<file path="src/selective_repeat_send_window_defines.svh">
// Assertion helpers used by srsw_back.
`ifndef SELECTIVE_REPEAT_SEND_WINDOW_DEFINES_SVH
`define SELECTIVE_REPEAT_SEND_WINDOW_DEFINES_SVH

// Same-cycle implication, sampled on clk, off while in reset.
`define SRSW_CHECK(label, ante, cons, msg) \
    label: assert property (@(posedge clk) disable iff (!rst_n) (ante) |-> (cons)) \
        else $error(msg);

// Next-cycle implication.
`define SRSW_CHECK_NEXT(label, ante, cons, msg) \
    label: assert property (@(posedge clk) disable iff (!rst_n) (ante) |=> (cons)) \
        else $error(msg);

`endif

</file>
<file path="src/srsw_pkg.sv">
package srsw_pkg;

    localparam int SEQ_W       = 32;
    localparam int WIN_W       = 5;
    localparam int QUEUE_DEPTH = 2;

    // input kind codes
    localparam logic [1:0] KIND_SEND = 2'd0;
    localparam logic [1:0] KIND_ACK  = 2'd1;
    localparam logic [1:0] KIND_NACK = 2'd2;

    // result action codes
    localparam logic [1:0] ACT_NONE   = 2'd0;
    localparam logic [1:0] ACT_SEND   = 2'd1;
    localparam logic [1:0] ACT_RESEND = 2'd2;
    localparam logic [1:0] ACT_REFUSE = 2'd3;

    typedef enum logic [1:0] {
        OP_SEND,
        OP_ACK,
        OP_NACK,
        OP_NOP
    } op_t;

    typedef struct packed {
        op_t               op;
        logic [SEQ_W-1:0]  seq;
    } item_t;

    typedef enum logic [1:0] {
        B_IDLE,
        B_SLIDE,
        B_MOD
    } back_state_t;

    // One restoring step of remainder by a window size below 32.
    function automatic logic [WIN_W-1:0] rem_step(logic [WIN_W-1:0] rem, logic b,
                                                  logic [WIN_W-1:0] w);
        logic [WIN_W:0] t;
        t = {rem, b};
        if (t >= {1'b0, w})
        begin
            t = t - {1'b0, w};
        end
        return t[WIN_W-1:0];
    endfunction

endpackage

</file>
<file path="src/selective_repeat_send_window.sv">
// Path: a send request, NACK or unknown kind passes the front register and the queue, and its
//   result is registered when it is popped; an ACK first slides the base past each marked slot.
// Throughput: one item per cycle for send and NACK unless out_stall holds; ACKs block while sliding.
// A window size write starts a remainder pass that re-derives the slot counters;
//   items are queued but not executed meanwhile.
// Reset: sequence counters, slots and marks cleared, window size 1, queue and result empty.
module selective_repeat_send_window
#(
    parameter int MAX_WINDOW = 16
)
(
    input  logic                         clk,
    input  logic                         rst_n,
    input  logic                         win_limit_we,
    input  logic [srsw_pkg::WIN_W-1:0]   win_limit,
    input  logic                         in_valid,
    output logic                         in_stall,
    input  logic [1:0]                   kind,
    input  logic [srsw_pkg::SEQ_W-1:0]   ack_seq,
    output logic                         out_valid,
    input  logic                         out_stall,
    output logic [1:0]                   action,
    output logic [srsw_pkg::SEQ_W-1:0]   seq_out,
    output logic [3:0]                   slot_out,
    output logic [srsw_pkg::SEQ_W-1:0]   window_base,
    output logic [srsw_pkg::WIN_W-1:0]   outstanding,
    output logic                         all_acked
);

    logic            push;
    srsw_pkg::item_t push_item;
    logic            q_full;
    logic            q_empty;
    logic            pop;
    srsw_pkg::item_t q_item;

    srsw_front u_front
    (
        .clk       (clk),
        .rst_n     (rst_n),
        .in_valid  (in_valid),
        .in_stall  (in_stall),
        .kind      (kind),
        .ack_seq   (ack_seq),
        .push      (push),
        .push_item (push_item),
        .q_full    (q_full)
    );

    srsw_fifo u_fifo
    (
        .clk       (clk),
        .rst_n     (rst_n),
        .push      (push),
        .push_item (push_item),
        .full      (q_full),
        .pop       (pop),
        .pop_item  (q_item),
        .empty     (q_empty)
    );

    srsw_back
    #(
        .MAX_WINDOW (MAX_WINDOW)
    )
    u_back
    (
        .clk          (clk),
        .rst_n        (rst_n),
        .win_limit_we (win_limit_we),
        .win_limit    (win_limit),
        .q_empty      (q_empty),
        .q_item       (q_item),
        .pop          (pop),
        .out_valid    (out_valid),
        .out_stall    (out_stall),
        .action       (action),
        .seq_out      (seq_out),
        .slot_out     (slot_out),
        .window_base  (window_base),
        .outstanding  (outstanding),
        .all_acked    (all_acked)
    );

endmodule

</file>
<file path="src/srsw_front.sv">
module srsw_front
(
    input  logic                         clk,
    input  logic                         rst_n,
    input  logic                         in_valid,
    output logic                         in_stall,
    input  logic [1:0]                   kind,
    input  logic [srsw_pkg::SEQ_W-1:0]   ack_seq,
    output logic                         push,
    output srsw_pkg::item_t              push_item,
    input  logic                         q_full
);

    logic            held_valid_reg;
    logic            held_valid_next;
    srsw_pkg::item_t held_item_reg;
    srsw_pkg::op_t   op_dec;
    logic            load;

    always_comb
    begin
        case (kind)
            srsw_pkg::KIND_SEND: op_dec = srsw_pkg::OP_SEND;
            srsw_pkg::KIND_ACK:  op_dec = srsw_pkg::OP_ACK;
            srsw_pkg::KIND_NACK: op_dec = srsw_pkg::OP_NACK;
            default:             op_dec = srsw_pkg::OP_NOP;
        endcase
    end

    assign in_stall  = held_valid_reg && q_full;
    assign load      = in_valid && !in_stall;
    assign push      = held_valid_reg && !q_full;
    assign push_item = held_item_reg;

    always_comb
    begin
        held_valid_next = held_valid_reg;
        if (load)
        begin
            held_valid_next = 1'b1;
        end
        else if (push)
        begin
            held_valid_next = 1'b0;
        end
    end

    always_ff @(posedge clk or negedge rst_n)
    begin
        if (!rst_n)
        begin
            held_valid_reg <= 1'b0;
        end
        else
        begin
            held_valid_reg <= held_valid_next;
        end
    end

    always_ff @(posedge clk)
    begin
        if (load)
        begin
            held_item_reg.op  <= op_dec;
            held_item_reg.seq <= ack_seq;
        end
    end

endmodule

</file>
<file path="src/srsw_fifo.sv">
module srsw_fifo
(
    input  logic            clk,
    input  logic            rst_n,
    input  logic            push,
    input  srsw_pkg::item_t push_item,
    output logic            full,
    input  logic            pop,
    output srsw_pkg::item_t pop_item,
    output logic            empty
);

    localparam int DEPTH = srsw_pkg::QUEUE_DEPTH;
    localparam int PTR_W = (DEPTH > 1) ? $clog2(DEPTH) : 1;
    localparam int CNT_W = $clog2(DEPTH + 1);

    srsw_pkg::item_t  entry_reg [DEPTH];
    logic [PTR_W-1:0] wr_ptr_reg;
    logic [PTR_W-1:0] wr_ptr_next;
    logic [PTR_W-1:0] rd_ptr_reg;
    logic [PTR_W-1:0] rd_ptr_next;
    logic [CNT_W-1:0] count_reg;
    logic [CNT_W-1:0] count_next;
    logic             do_push;
    logic             do_pop;

    assign full     = (count_reg == CNT_W'(DEPTH));
    assign empty    = (count_reg == '0);
    assign do_push  = push && !full;
    assign do_pop   = pop && !empty;
    assign pop_item = entry_reg[rd_ptr_reg];

    always_comb
    begin
        wr_ptr_next = wr_ptr_reg;
        rd_ptr_next = rd_ptr_reg;
        count_next  = count_reg;
        if (do_push)
        begin
            wr_ptr_next = (wr_ptr_reg == PTR_W'(DEPTH - 1)) ? '0 : wr_ptr_reg + 1'b1;
        end
        if (do_pop)
        begin
            rd_ptr_next = (rd_ptr_reg == PTR_W'(DEPTH - 1)) ? '0 : rd_ptr_reg + 1'b1;
        end
        if (do_push && !do_pop)
        begin
            count_next = count_reg + 1'b1;
        end
        else if (do_pop && !do_push)
        begin
            count_next = count_reg - 1'b1;
        end
    end

    always_ff @(posedge clk or negedge rst_n)
    begin
        if (!rst_n)
        begin
            wr_ptr_reg <= '0;
            rd_ptr_reg <= '0;
            count_reg  <= '0;
        end
        else
        begin
            wr_ptr_reg <= wr_ptr_next;
            rd_ptr_reg <= rd_ptr_next;
            count_reg  <= count_next;
        end
    end

    always_ff @(posedge clk)
    begin
        if (do_push)
        begin
            entry_reg[wr_ptr_reg] <= push_item;
        end
    end

endmodule

</file>
<file path="src/srsw_back.sv">
`include "selective_repeat_send_window_defines.svh"

module srsw_back
#(
    parameter int MAX_WINDOW = 16
)
(
    input  logic                         clk,
    input  logic                         rst_n,
    input  logic                         win_limit_we,
    input  logic [srsw_pkg::WIN_W-1:0]   win_limit,
    input  logic                         q_empty,
    input  srsw_pkg::item_t              q_item,
    output logic                         pop,
    output logic                         out_valid,
    input  logic                         out_stall,
    output logic [1:0]                   action,
    output logic [srsw_pkg::SEQ_W-1:0]   seq_out,
    output logic [3:0]                   slot_out,
    output logic [srsw_pkg::SEQ_W-1:0]   window_base,
    output logic [srsw_pkg::WIN_W-1:0]   outstanding,
    output logic                         all_acked
);

    localparam int SW    = (MAX_WINDOW > 1) ? $clog2(MAX_WINDOW) : 1;
    localparam int WCAP  = (MAX_WINDOW > 31) ? 31 : MAX_WINDOW;
    localparam int SEQ_W = srsw_pkg::SEQ_W;
    localparam int WIN_W = srsw_pkg::WIN_W;

    srsw_pkg::back_state_t state_reg;
    srsw_pkg::back_state_t state_next;

    logic [SEQ_W-1:0]      base_seq_reg,  base_seq_next;
    logic [SEQ_W-1:0]      next_seq_reg,  next_seq_next;
    logic [SW-1:0]         base_slot_reg, base_slot_next;
    logic [SW-1:0]         next_slot_reg, next_slot_next;
    logic [WIN_W-1:0]      outst_reg,     outst_next;
    logic [WIN_W-1:0]      win_reg,       win_next;
    logic [MAX_WINDOW-1:0] marks_reg,     marks_next;
    logic [4:0]            mod_idx_reg,   mod_idx_next;
    logic [WIN_W-1:0]      rem_b_reg,     rem_b_next;
    logic [WIN_W-1:0]      rem_n_reg,     rem_n_next;

    logic                  out_valid_reg, out_valid_next;
    logic [1:0]            act_reg,       act_next;
    logic [SEQ_W-1:0]      oseq_reg,      oseq_next;
    logic [SW-1:0]         oslot_reg,     oslot_next;
    logic [SEQ_W-1:0]      obase_reg,     obase_next;
    logic [WIN_W-1:0]      oout_reg,      oout_next;

    logic                  out_free;
    logic                  out_load;
    logic [SEQ_W-1:0]      off;
    logic                  in_window;
    logic                  ack_hit;
    logic [6:0]            idx_sum;
    logic [6:0]            idx_wrap;
    logic [SW-1:0]         idx;
    logic                  can_send;
    logic                  advance;
    logic [6:0]            base_inc;
    logic [6:0]            next_inc;
    logic [SW-1:0]         base_step;
    logic [SW-1:0]         next_step;
    logic [WIN_W-1:0]      eff_win;
    logic [WIN_W-1:0]      rem_b_new;
    logic [WIN_W-1:0]      rem_n_new;
    logic [6:0]            rem_b_ext;
    logic [6:0]            rem_n_ext;
    logic [6:0]            oslot_ext;

    // ---- shared datapath ----
    assign out_free  = !out_valid_reg || !out_stall;
    assign off       = q_item.seq - base_seq_reg;
    assign in_window = (q_item.seq >= base_seq_reg) && (off < SEQ_W'(win_reg));
    assign ack_hit   = in_window && (off < SEQ_W'(outst_reg));
    // off < window here, so one conditional subtract wraps the slot
    assign idx_sum   = 7'(base_slot_reg) + 7'(off[WIN_W-1:0]);
    assign idx_wrap  = (idx_sum >= 7'(win_reg)) ? idx_sum - 7'(win_reg) : idx_sum;
    assign idx       = idx_wrap[SW-1:0];
    assign can_send  = (outst_reg < win_reg) && !(&next_seq_reg);
    assign advance   = (outst_reg != '0) && marks_reg[base_slot_reg];

    assign base_inc  = 7'(base_slot_reg) + 7'd1;
    assign next_inc  = 7'(next_slot_reg) + 7'd1;
    assign base_step = (base_inc >= 7'(win_reg)) ? '0 : base_inc[SW-1:0];
    assign next_step = (next_inc >= 7'(win_reg)) ? '0 : next_inc[SW-1:0];

    always_comb
    begin
        if (win_limit == '0)
        begin
            eff_win = WIN_W'(1);
        end
        else if (32'(win_limit) > WCAP)
        begin
            eff_win = WIN_W'(WCAP);
        end
        else
        begin
            eff_win = win_limit;
        end
    end

    assign rem_b_new = srsw_pkg::rem_step(rem_b_reg, base_seq_reg[mod_idx_reg], win_reg);
    assign rem_n_new = srsw_pkg::rem_step(rem_n_reg, next_seq_reg[mod_idx_reg], win_reg);
    assign rem_b_ext = 7'(rem_b_new);
    assign rem_n_ext = 7'(rem_n_new);

    assign pop = (state_reg == srsw_pkg::B_IDLE) && !q_empty &&
                 ((q_item.op == srsw_pkg::OP_ACK) || out_free);

    // ---- next state ----
    always_comb
    begin
        state_next = state_reg;
        case (state_reg)
            srsw_pkg::B_IDLE:
            begin
                if (pop && (q_item.op == srsw_pkg::OP_ACK))
                begin
                    state_next = srsw_pkg::B_SLIDE;
                end
            end
            srsw_pkg::B_SLIDE:
            begin
                if (!advance && out_free)
                begin
                    state_next = srsw_pkg::B_IDLE;
                end
            end
            srsw_pkg::B_MOD:
            begin
                if (mod_idx_reg == '0)
                begin
                    state_next = srsw_pkg::B_IDLE;
                end
            end
            default:
            begin
                state_next = srsw_pkg::B_IDLE;
            end
        endcase
        if (win_limit_we)
        begin
            state_next = srsw_pkg::B_MOD;
        end
    end

    // ---- datapath and result ----
    always_comb
    begin
        base_seq_next  = base_seq_reg;
        next_seq_next  = next_seq_reg;
        base_slot_next = base_slot_reg;
        next_slot_next = next_slot_reg;
        outst_next     = outst_reg;
        win_next       = win_reg;
        marks_next     = marks_reg;
        mod_idx_next   = mod_idx_reg;
        rem_b_next     = rem_b_reg;
        rem_n_next     = rem_n_reg;
        act_next       = act_reg;
        oseq_next      = oseq_reg;
        oslot_next     = oslot_reg;
        obase_next     = obase_reg;
        oout_next      = oout_reg;
        out_load       = 1'b0;

        case (state_reg)
            srsw_pkg::B_IDLE:
            begin
                if (pop)
                begin
                    act_next   = srsw_pkg::ACT_NONE;
                    oseq_next  = '0;
                    oslot_next = '0;
                    case (q_item.op)
                        srsw_pkg::OP_SEND:
                        begin
                            out_load = 1'b1;
                            if (can_send)
                            begin
                                act_next       = srsw_pkg::ACT_SEND;
                                oseq_next      = next_seq_reg;
                                oslot_next     = next_slot_reg;
                                next_seq_next  = next_seq_reg + 1'b1;
                                next_slot_next = next_step;
                                outst_next     = outst_reg + 1'b1;
                            end
                            else
                            begin
                                act_next = srsw_pkg::ACT_REFUSE;
                            end
                        end
                        srsw_pkg::OP_ACK:
                        begin
                            if (ack_hit)
                            begin
                                marks_next[idx] = 1'b1;
                            end
                        end
                        srsw_pkg::OP_NACK:
                        begin
                            out_load = 1'b1;
                            if (in_window)
                            begin
                                act_next   = srsw_pkg::ACT_RESEND;
                                oseq_next  = q_item.seq;
                                oslot_next = idx;
                            end
                        end
                        default:
                        begin
                            out_load = 1'b1;
                        end
                    endcase
                    obase_next = base_seq_reg;
                    oout_next  = outst_next;
                end
            end
            srsw_pkg::B_SLIDE:
            begin
                if (advance)
                begin
                    marks_next[base_slot_reg] = 1'b0;
                    base_seq_next  = base_seq_reg + 1'b1;
                    base_slot_next = base_step;
                    outst_next     = outst_reg - 1'b1;
                end
                else if (out_free)
                begin
                    out_load   = 1'b1;
                    act_next   = srsw_pkg::ACT_NONE;
                    oseq_next  = '0;
                    oslot_next = '0;
                    obase_next = base_seq_reg;
                    oout_next  = outst_reg;
                end
            end
            srsw_pkg::B_MOD:
            begin
                // base and next seq modulo the window, one bit per cycle, MSB first
                rem_b_next   = rem_b_new;
                rem_n_next   = rem_n_new;
                mod_idx_next = mod_idx_reg - 1'b1;
                if (mod_idx_reg == '0)
                begin
                    base_slot_next = rem_b_ext[SW-1:0];
                    next_slot_next = rem_n_ext[SW-1:0];
                end
            end
            default:
            begin
            end
        endcase

        if (win_limit_we)
        begin
            win_next     = eff_win;
            marks_next   = '0;
            mod_idx_next = 5'd31;
            rem_b_next   = '0;
            rem_n_next   = '0;
        end
    end

    always_comb
    begin
        out_valid_next = out_valid_reg;
        if (out_load)
        begin
            out_valid_next = 1'b1;
        end
        else if (out_valid_reg && !out_stall)
        begin
            out_valid_next = 1'b0;
        end
    end

    always_ff @(posedge clk or negedge rst_n)
    begin
        if (!rst_n)
        begin
            state_reg     <= srsw_pkg::B_IDLE;
            base_seq_reg  <= '0;
            next_seq_reg  <= '0;
            base_slot_reg <= '0;
            next_slot_reg <= '0;
            outst_reg     <= '0;
            win_reg       <= WIN_W'(1);
            marks_reg     <= '0;
            mod_idx_reg   <= '0;
            out_valid_reg <= 1'b0;
        end
        else
        begin
            state_reg     <= state_next;
            base_seq_reg  <= base_seq_next;
            next_seq_reg  <= next_seq_next;
            base_slot_reg <= base_slot_next;
            next_slot_reg <= next_slot_next;
            outst_reg     <= outst_next;
            win_reg       <= win_next;
            marks_reg     <= marks_next;
            mod_idx_reg   <= mod_idx_next;
            out_valid_reg <= out_valid_next;
        end
    end

    // result fields change only when a new result is loaded
    always_ff @(posedge clk)
    begin
        rem_b_reg <= rem_b_next;
        rem_n_reg <= rem_n_next;
        if (out_load)
        begin
            act_reg   <= act_next;
            oseq_reg  <= oseq_next;
            oslot_reg <= oslot_next;
            obase_reg <= obase_next;
            oout_reg  <= oout_next;
        end
    end

    assign oslot_ext   = 7'(oslot_reg);
    assign out_valid   = out_valid_reg;
    assign action      = act_reg;
    assign seq_out     = oseq_reg;
    assign slot_out    = oslot_ext[3:0];
    assign window_base = obase_reg;
    assign outstanding = oout_reg;
    assign all_acked   = (oout_reg == '0);

    `SRSW_CHECK(a_pop_only_idle, pop, state_reg == srsw_pkg::B_IDLE,
        "queue popped outside idle")
    `SRSW_CHECK(a_no_overwrite, out_load, !(out_valid_reg && out_stall),
        "result register overwritten while stalled")
    `SRSW_CHECK(a_slots_in_window, state_reg != srsw_pkg::B_MOD,
        (7'(base_slot_reg) < 7'(win_reg)) && (7'(next_slot_reg) < 7'(win_reg)),
        "slot counter outside window")
    `SRSW_CHECK_NEXT(a_slide_retires, (state_reg == srsw_pkg::B_SLIDE) && advance,
        outst_reg == $past(outst_reg) - 5'd1, "slide step did not retire a packet")

endmodule
</file>
<file path="config.mk">
export PLATFORM = sky130hd
export DESIGN_NAME = selective_repeat_send_window
export DESIGN_NICKNAME = d
export VERILOG_FILES = /design/src/srsw_pkg.sv /design/src/selective_repeat_send_window.sv /design/src/srsw_front.sv /design/src/srsw_fifo.sv /design/src/srsw_back.sv
export VERILOG_INCLUDE_DIRS = /design/src /design/src/src
export SDC_FILE = /design/constraint.sdc
export NUM_CORES = 1
export LEC_CHECK = 0
export CORE_ASPECT_RATIO = 0.6
export CORE_UTILIZATION = 50
export CTS_BUF_LIST = sky130_fd_sc_hd__clkbuf_4 sky130_fd_sc_hd__clkbuf_8 sky130_fd_sc_hd__clkbuf_16
export CTS_CLUSTER_DIAMETER = 60
export CTS_CLUSTER_SIZE = 20
export DETAILED_ROUTE_END_ITERATION = 8
export DONT_BUFFER_PORTS = 1
export PLACE_DENSITY_LB_ADDON = 0.15
export SLEW_MARGIN = 5
export SYNTH_ARGS = -nofsm -noshare
export SYNTH_HDL_FRONTEND = slang
export SYNTH_HIERARCHICAL = 1
export SYNTH_SLANG_ARGS = --single-unit
</file>
<file path="constraint.sdc">
create_clock -name clk -period 7.9 [get_ports clk]
set_clock_uncertainty 0.15 [all_clocks]
set_input_delay 1.58 -clock clk [delete_from_list [all_inputs] [get_ports clk]]
set_output_delay 1.58 -clock clk [all_outputs]
set_load 0.02 [all_outputs]
</file>
==> summary.md, run 1 <==
| Metric | Value |
|---|---|
| Nets@finish | `1,496` |
| M3 GR Usage | `7.86%` |
| Crit path arrival time | `6370 ps` |
| Post-synthesis async set-or-reset flop share | `37.2%` |
| Post-CTS setup buffer count | `0` |
| R2R Path Start | `u_fifo/rd_ptr_reg$_DFFE_PN0P_` |
| Placed insts | `1,755` |
| Final setup violation count | `0` |
| Status | `complete, no violations` |
| Routed WL per cell | `23.6 µm` |
| DRC violations left | `0` |
| Hpwl dp | `31,500 µm` |
| Synth Register Bits | `298` |
| Final worst path period share | `77.5%` |
| Cell variety after synth | `84` |
| Power Density | `252 nW/µm²` |
| Area of the multi-input gates | `7370 µm²` |
| Routability-driven placement congestion ratio | `0.968` |
| Design Area, Final | `17,300 µm²` |
| Syn Area/Cell | `11.8 µm²` |
| Hold Startpoint | `u_front/push_item[4]$_DFFE_PP_` |
| FILL cells | `2,707` |
| Final Max Slew Viols | `0` |
| Cells after Synth | `1,379` |
| Critical path peak fanout | `34` |
| Worst Tran Pin Value | `1260 ps` |
| Vias in the first global route | `10,600` |
| Biggest area consumer among synthesized cells | `edfxtp_1` |
| Register area share after synthesis | `51.0%` |
| Worst Hold Path Cells | `0` |
| Num rows | `50` |
| Leakage Power | `6.91 nW` |
| Antenna viol nets, final | `0` |
| Critical Path Sink Type | `flop` |
| Synthesized Nets | `1,514` |
| Max_slew headroom | `14.6%` |
| Synth Flop Type | `edfxtp_1` |
| First-pass iteration count of the detailed router | `6` |
| WP data required | `8140 ps` |
| Post-cts sizing count | `0` |
| Layout area overhead | `6.16%` |
| Clock tree from TritonCTS | `done` |
| Final hold violation count | `0` |
| Die ar. | `33,200 µm²` |
| Largest net degree at the start of global routing | `112` |
| TritonCTS Buffers | `20` |
| Hold buffer count at cts | `0` |
| Min cycle time layout | `6120 ps` |
| Count of input and output buffers | `0` |
| Total Power | `4.35 mW` |
| Hold WS | `295 ps` |
| Non-filler cells, final | `1,791` |
| Warnings from Yosys | `6` |
| H-tree Lvls | `1` |
| Met2 Resource Use GR | `35.8%` |
| Gr busiest metal | `met1` |
| Congestion Overflow GR | `0` |
| Via density | `6.21` |
| Top-area cell type share of the netlist area | `32.7%` |
| Diodes inserted | `0` |
| Post-route setup TNS | `0 ps` |
| Met1 Usage GRT | `39.9%` |
| Fmax | `163 MHz` |
| First-pass GRT wire length | `65,100 µm` |
| Worst Setup Start Kind | `flop` |
| Root Driver | `clkbuf_16` |
| Initial antenna violation count | `0` |
| Clock Pin Slew Worst Setup and Hold Paths | `90 ps` |
| Max cap viols | `0` |
| Number of clock sinks | `298` |
| DR vias | `11,100` |
| Die X | `235 µm` |
| Skew-Pair Late Insertion Delay | `540 ps` |
| R2R depth | `14` |
| DRT Wirelength | `42,300 µm` |
| Die height | `142 µm` |
| Kind of critical path | `flop to flop` |
| Clock Path Buffers | `3` |
| GRT Total Usage | `25.8%` |
| Placement Cell Area | `16,600 µm²` |
| Worst VDD drop | `118 µV` |
| Initial Util | `51.4%` |
| Top cells by area, synth | `edfxtp_1 (33%), dfrtp_1 (17%), ha_1 (6.6%)` |
| Core area | `31,600 µm²` |
| Num ports | `122` |
| Initial drt markers | `1,180` |
| R2R Setup Slk | `1780 ps` |
| Storage element area | `8300 µm²` |
| Number of synthesized flops with an enable pin | `177` |
| Worst Hold End | `u_fifo/entry_reg[0][4]$_DFFE_PP_` |
| Fraction of layout cells with a size suffix above 1 | `12.7%` |
| Synthesized cell area | `16,300 µm²` |
| FF-to-FF End | `u_back/seq_out[2]$_SDFFCE_PP0P_` |
| RSZ-0062 raised after global routing | `false` |
| Max reg flops | `68` |
| Hold Path Class | `flop to flop` |
-- report_power, final --
part / leakage, nW / internal, mW / total [mW] / switching (mW)
clock network: 0.340 / 0.571 / 1.11 / 0.537
registers: 3.39 / 1.84 / 1.91 / 0.0681
logic: 3.18 / 0.482 / 1.33 / 0.851
total: 6.91 / 2.90 / 4.35 / 1.46
-- per-layer routing --
metal | part of all wire, % | vias to the layer above
li1 | - | 5086
met4 | 1.3 | 0
met3 | 10 | 47
met1 | 49 | 5510
met2 | 39 | 487
met5 | 0 | -
-- final cells by class --
class                   instances  area share [%]
flip-flops and latches        298            48.1
multi-input cells             953            42.7
clock buffers                  30            3.47
well taps                     416            3.02
inverters                      73            1.59
repair buffers                 15           0.653
clock inverters                 6           0.442
-- placed cells by master, fill, tap and decap left out, drive strengths merged, types with 29 or more instances in the layout --
cell | netlist | routed
nand3 | 37 | 37
ha | 86 | 86
dfrtp | 110 | 110
nor2 | 92 | 92
inv | 73 | 75
xor2 | 29 | 29
nand2 | 98 | 98
a32o | 36 | 36
edfxtp | 177 | 177
mux2 | 42 | 42
clkbuf | 37 | 30
xnor2 | 77 | 77
a21oi | 92 | 92
o21ai | 53 | 53
-- synthesized netlist by cell type, drive strengths merged, types with 8 or more instances --
library cell / number
nand4: 24
ha: 86
dfxtp: 10
nor2b: 13
inv: 73
a31o: 12
nor4: 8
edfxtp: 177
dfrtp: 110
o21ai: 53
a31oi: 8
xnor2: 77
clkbuf: 37
nand2: 98
a2111oi: 10
a21oi: 92
o31ai: 10
nand3: 37
buf: 16
a32o: 36
nor2: 92
nand2b: 27
nand3b: 9
mux2: 42
nor3: 22
and3: 21
and2: 11
xor2: 29
a21o: 18
o21bai: 8
o211ai: 8
mux4: 25
-- through the flow --
stage | utilization, % | setup WS, ps
2_1_floorplan | - | 1530
3_3_place_gp | 52.5 | 1980
3_5_place_dp | 52.5 | 1970
4_1_cts | 54.6 | 1930
5_1_grt | 54.6 | 1540
6_report | 54.6 | 1780
-- logic make-up after synthesis --
kind of cell	after synthesis	synth area share, %
xor+xnor	106	5.71
flops	298	51.0
mux	73	7.41
compound gates	291	12.5
simple gates	392	12.3
buf+inv	128	3.78
fa+ha+maj	91	7.24
-- critical path: stages (launching register included) --
cell and delay [ps]:
dfrtp_2 540, buf_4 500, mux2_4 360, ha_1 480
nand2_1 140, o21a_1 220, or3_1 350, a31oi_1 330
nand2_1 130, and4_1 240, a2111oi_0 490, or4bb_1 490
nor4_4 740, buf_4 520, a32o_2 260
-- how the worst max path moves through the flow --
stage          slack (ps)                           startpoint                                to
2_1_floorplan        1530  u_back/base_slot_reg[0]$_DFFE_PN0P_    u_back/action[0]$_SDFFCE_PP0P_
3_3_place_gp         1980        u_fifo/rd_ptr_reg$_DFFE_PN0P_   u_back/seq_out[5]$_SDFFCE_PP0P_
3_5_place_dp         1970        u_fifo/rd_ptr_reg$_DFFE_PN0P_   u_back/seq_out[2]$_SDFFCE_PP0P_
4_1_cts              1930        u_fifo/rd_ptr_reg$_DFFE_PN0P_   u_back/seq_out[2]$_SDFFCE_PP0P_
5_1_grt              1540        u_fifo/rd_ptr_reg$_DFFE_PN0P_  u_back/seq_out[10]$_SDFFCE_PP0P_
6_report             1780        u_fifo/rd_ptr_reg$_DFFE_PN0P_   u_back/seq_out[2]$_SDFFCE_PP0P_
(Power assumes the default switching activity.)
==> run 2: changes to the inputs <==
- clock period: 7.9 -> 6 ns (I/O delays scaled with it)
==> run 2 against run 1 <==
Cell area is 0.12% higher. Clock power up 31%. Cell count grew 0.11%. Fmax rose by 15%. Critical path depth down 1. Die area did not move. Utilization up 0.063 points. Largest cell class unchanged. Worst setup slack lost 1100 ps.
==> summary.md, run 2 (same netlist as run 1, synthesis figures left out) <==
| Metric | Value |
|---|---|
| Count of input and output buffers | `0 (unchanged)` |
| Max_slew headroom | `18.7% (+4.2 points)` |
| Post-route setup TNS | `0 ps (unchanged)` |
| Gr busiest metal | `met1` |
| Die height | `142 µm (unchanged)` |
| RSZ-0062 raised after global routing | `false` |
| Most common cell after layout, fill and taps aside | `edfxtp_1` |
| Most frequent cells in the layout | `edfxtp_1 (177), dfrtp_1 (109), nand2_1 (98)` |
| M3 GR Usage | `7.22% (-0.64 points)` |
| Seq pwr share | `44.0% (about the same)` |
| Num rows | `50 (unchanged)` |
| First-pass GRT wire length | `65,100 µm (about the same)` |
| Final setup violation count | `0 (unchanged)` |
| Hpwl dp | `31,600 µm (+0.32%)` |
| H-tree Lvls | `1 (unchanged)` |
| WP data required | `6160 ps (-1980 ps)` |
| Die X | `235 µm (unchanged)` |
| Kind of critical path | `flop to flop` |
| Hold Path Class | `input port to async pin` |
| Core Util, Final | `54.7% (+0.063 points)` |
| Clock Path Buffers | `3 (unchanged)` |
| CP max stage delay | `610 ps (-130 ps)` |
| Worst VDD drop | `246 µV (+110%)` |
| Met2 Resource Use GR | `34.2% (-1.6 points)` |
| Root Driver | `clkbuf_16` |
| Worst Setup Start Kind | `flop` |
| Switching share of power | `33.7% (+0.27 points)` |
| Final hold violation count | `0 (unchanged)` |
| Critical Path Sink Type | `flop` |
| Num ports | `122 (unchanged)` |
| Fraction of layout cells with a size suffix above 1 | `12.8% (+0.13 points)` |
| Clock tree from TritonCTS | `done` |
| Routed WL per cell | `23.7 µm (+0.42%)` |
| Diodes inserted | `0 (unchanged)` |
| Max reg flops | `68 (unchanged)` |
| Clock Pin Slew Worst Setup and Hold Paths | `90 ps (about the same)` |
| Largest net degree at the start of global routing | `112 (unchanged)` |
| Worst Tran Pin Value | `1200 ps (-60.8 ps)` |
| Power Density | `332 nW/µm² (+32%)` |
| Clk pwr share | `25.2% (-0.3 points)` |
| Hold WS | `212 ps (-83.7 ps)` |
| CP delay by family, top | `simple AND/OR/NAND/NOR gates` |
| Congestion Overflow GR | `0 (unchanged)` |
| Post-CTS setup buffer count | `0 (unchanged)` |
| Fmax | `188 MHz (+15%)` |
| NetSw | `1.93 mW (+33%)` |
| Met1 Usage GRT | `41.6% (+1.7 points)` |
| Via density | `6.21 (-0.11%)` |
| Final worst path period share | `88.8% (+11 points)` |
| Combinational share of power | `30.7% (about the same)` |
| Leakage Power | `6.92 nW (+0.15%)` |
| Final Max Slew Viols | `0 (unchanged)` |
| Crit path arrival time | `5490 ps (-880 ps)` |
| Initial antenna violation count | `0 (unchanged)` |
| Status | `complete, no violations` |
| Core area | `31,600 µm² (unchanged)` |
| Initial drt markers | `1,222 (+3.6%)` |
| Hold buffer count at cts | `0 (unchanged)` |
| Min cycle time layout | `5330 ps (-798 ps)` |
| Worst Path Buf+Inv | `1 (-1)` |
| Skew-Pair Late Insertion Delay | `530 ps (about the same)` |
| Post-cts sizing count | `0 (unchanged)` |
| GRT Total Usage | `25.9% (+0.033 points)` |
| DRC violations left | `0 (unchanged)` |
| Slowest CP cell | `or4b_4` |
| Nets@finish | `1,498 (+0.13%)` |
| Initial Util | `51.4% (unchanged)` |
| Die ar. | `33,200 µm² (unchanged)` |
| TritonCTS Buffers | `20 (unchanged)` |
| Number of clock sinks | `298 (unchanged)` |
| Vias in the first global route | `10,300 (-3.2%)` |
| DRT Wirelength | `42,500 µm (+0.54%)` |
| CP cell instances | `buf_12 -> mux2_2 -> ha_1 -> a21oi_1 -> nor2_1 -> a211oi_1 -> o22ai_1 -> nor4_1 -> o2111ai_1 -> or4b_4 -> nor3b_1 -> nand4_1 -> a2111oi_0` |
| Pint | `3.80 mW (+31%)` |
| Critical path peak fanout | `29 (-15%)` |
| Max cap viols | `0 (unchanged)` |
| DR vias | `11,100 (unchanged)` |
| Antenna viol nets, final | `0 (unchanged)` |
| Layout area overhead | `6.28%` |
| First-pass iteration count of the detailed router | `5 (-1)` |
| Routability-driven placement congestion ratio | `0.973 (+0.52%)` |
## run 2: changes by cell type in the layout (fill, tap and decap cells not counted), sizes merged
cell,delta
buf,+2
clkinv,-1
bufinv,-1
clkinvlp,+1
clkbuf,+1
## run 2: metal layers
metal	up-vias	share of wire, %
li1	5096	-
met1	5483	50
met2	507	39
met3	44	9.9
met4	0	1.5
met5	-	0
## run 2: path summary, 6_finish.rpt
| kind | from | to | slack (ps) | cells past startpoint |
|---|---|---|---|---|
| min in group clk | u_front/push_item[4]$_DFFE_PP_ | u_fifo/entry_reg[1][4]$_DFFE_PP_ | 300 | 0 |
| max | u_fifo/rd_ptr_reg$_DFFE_PN0P_ | u_back/action[1]$_SDFFCE_PP0P_ | 670 | 13 |
| min reg2reg | u_front/push_item[4]$_DFFE_PP_ | u_fifo/entry_reg[1][4]$_DFFE_PP_ | 300 | 0 |
| max reg2reg | u_fifo/rd_ptr_reg$_DFFE_PN0P_ | u_back/action[1]$_SDFFCE_PP0P_ | 670 | 13 |
| max in group asynchronous | rst_n | u_back/base_seq_reg[25]$_DFFE_PN0P_ | 5270 | 0 |
| min | rst_n | u_back/win_reg[2]$_DFFE_PN0P_ | 210 | 0 |
## run 2: area by class of cell
cell class / count / area [µm²]
fill: 2637 / 14300
clock inverter: 5 / 43.8
sequential: 298 / 8300
tap: 416 / 520
inverter: 73 / 274
clock buffer: 31 / 624
multi-input combinational: 953 / 7370
timing repair buffer: 17 / 140
## run 2: power by group through the flow
stage	Clock, mW	Sequential [mW]	Combinational, mW
2_1_floorplan	0	2.54	1.28
3_3_place_gp	0	2.57	1.71
3_5_place_dp	0	2.57	1.71
4_1_cts	1.48	2.53	1.72
5_1_grt	1.55	2.55	1.93
6_report	1.45	2.53	1.76
## run 2: per-stage QoR
step | power, mW | cells | cell area [µm²] | worst slack, ps
2_1_floorplan | 3.82 | 1379 | 16300 | 1290
3_3_place_gp | 4.28 | 1757 | 16600 | 647
3_5_place_dp | 4.28 | 1757 | 16600 | 795
4_1_cts | 5.74 | 1793 | 17300 | 708
5_1_grt | 6.04 | 1793 | 17300 | 449
6_report | 5.74 | 1793 | 17300 | 674
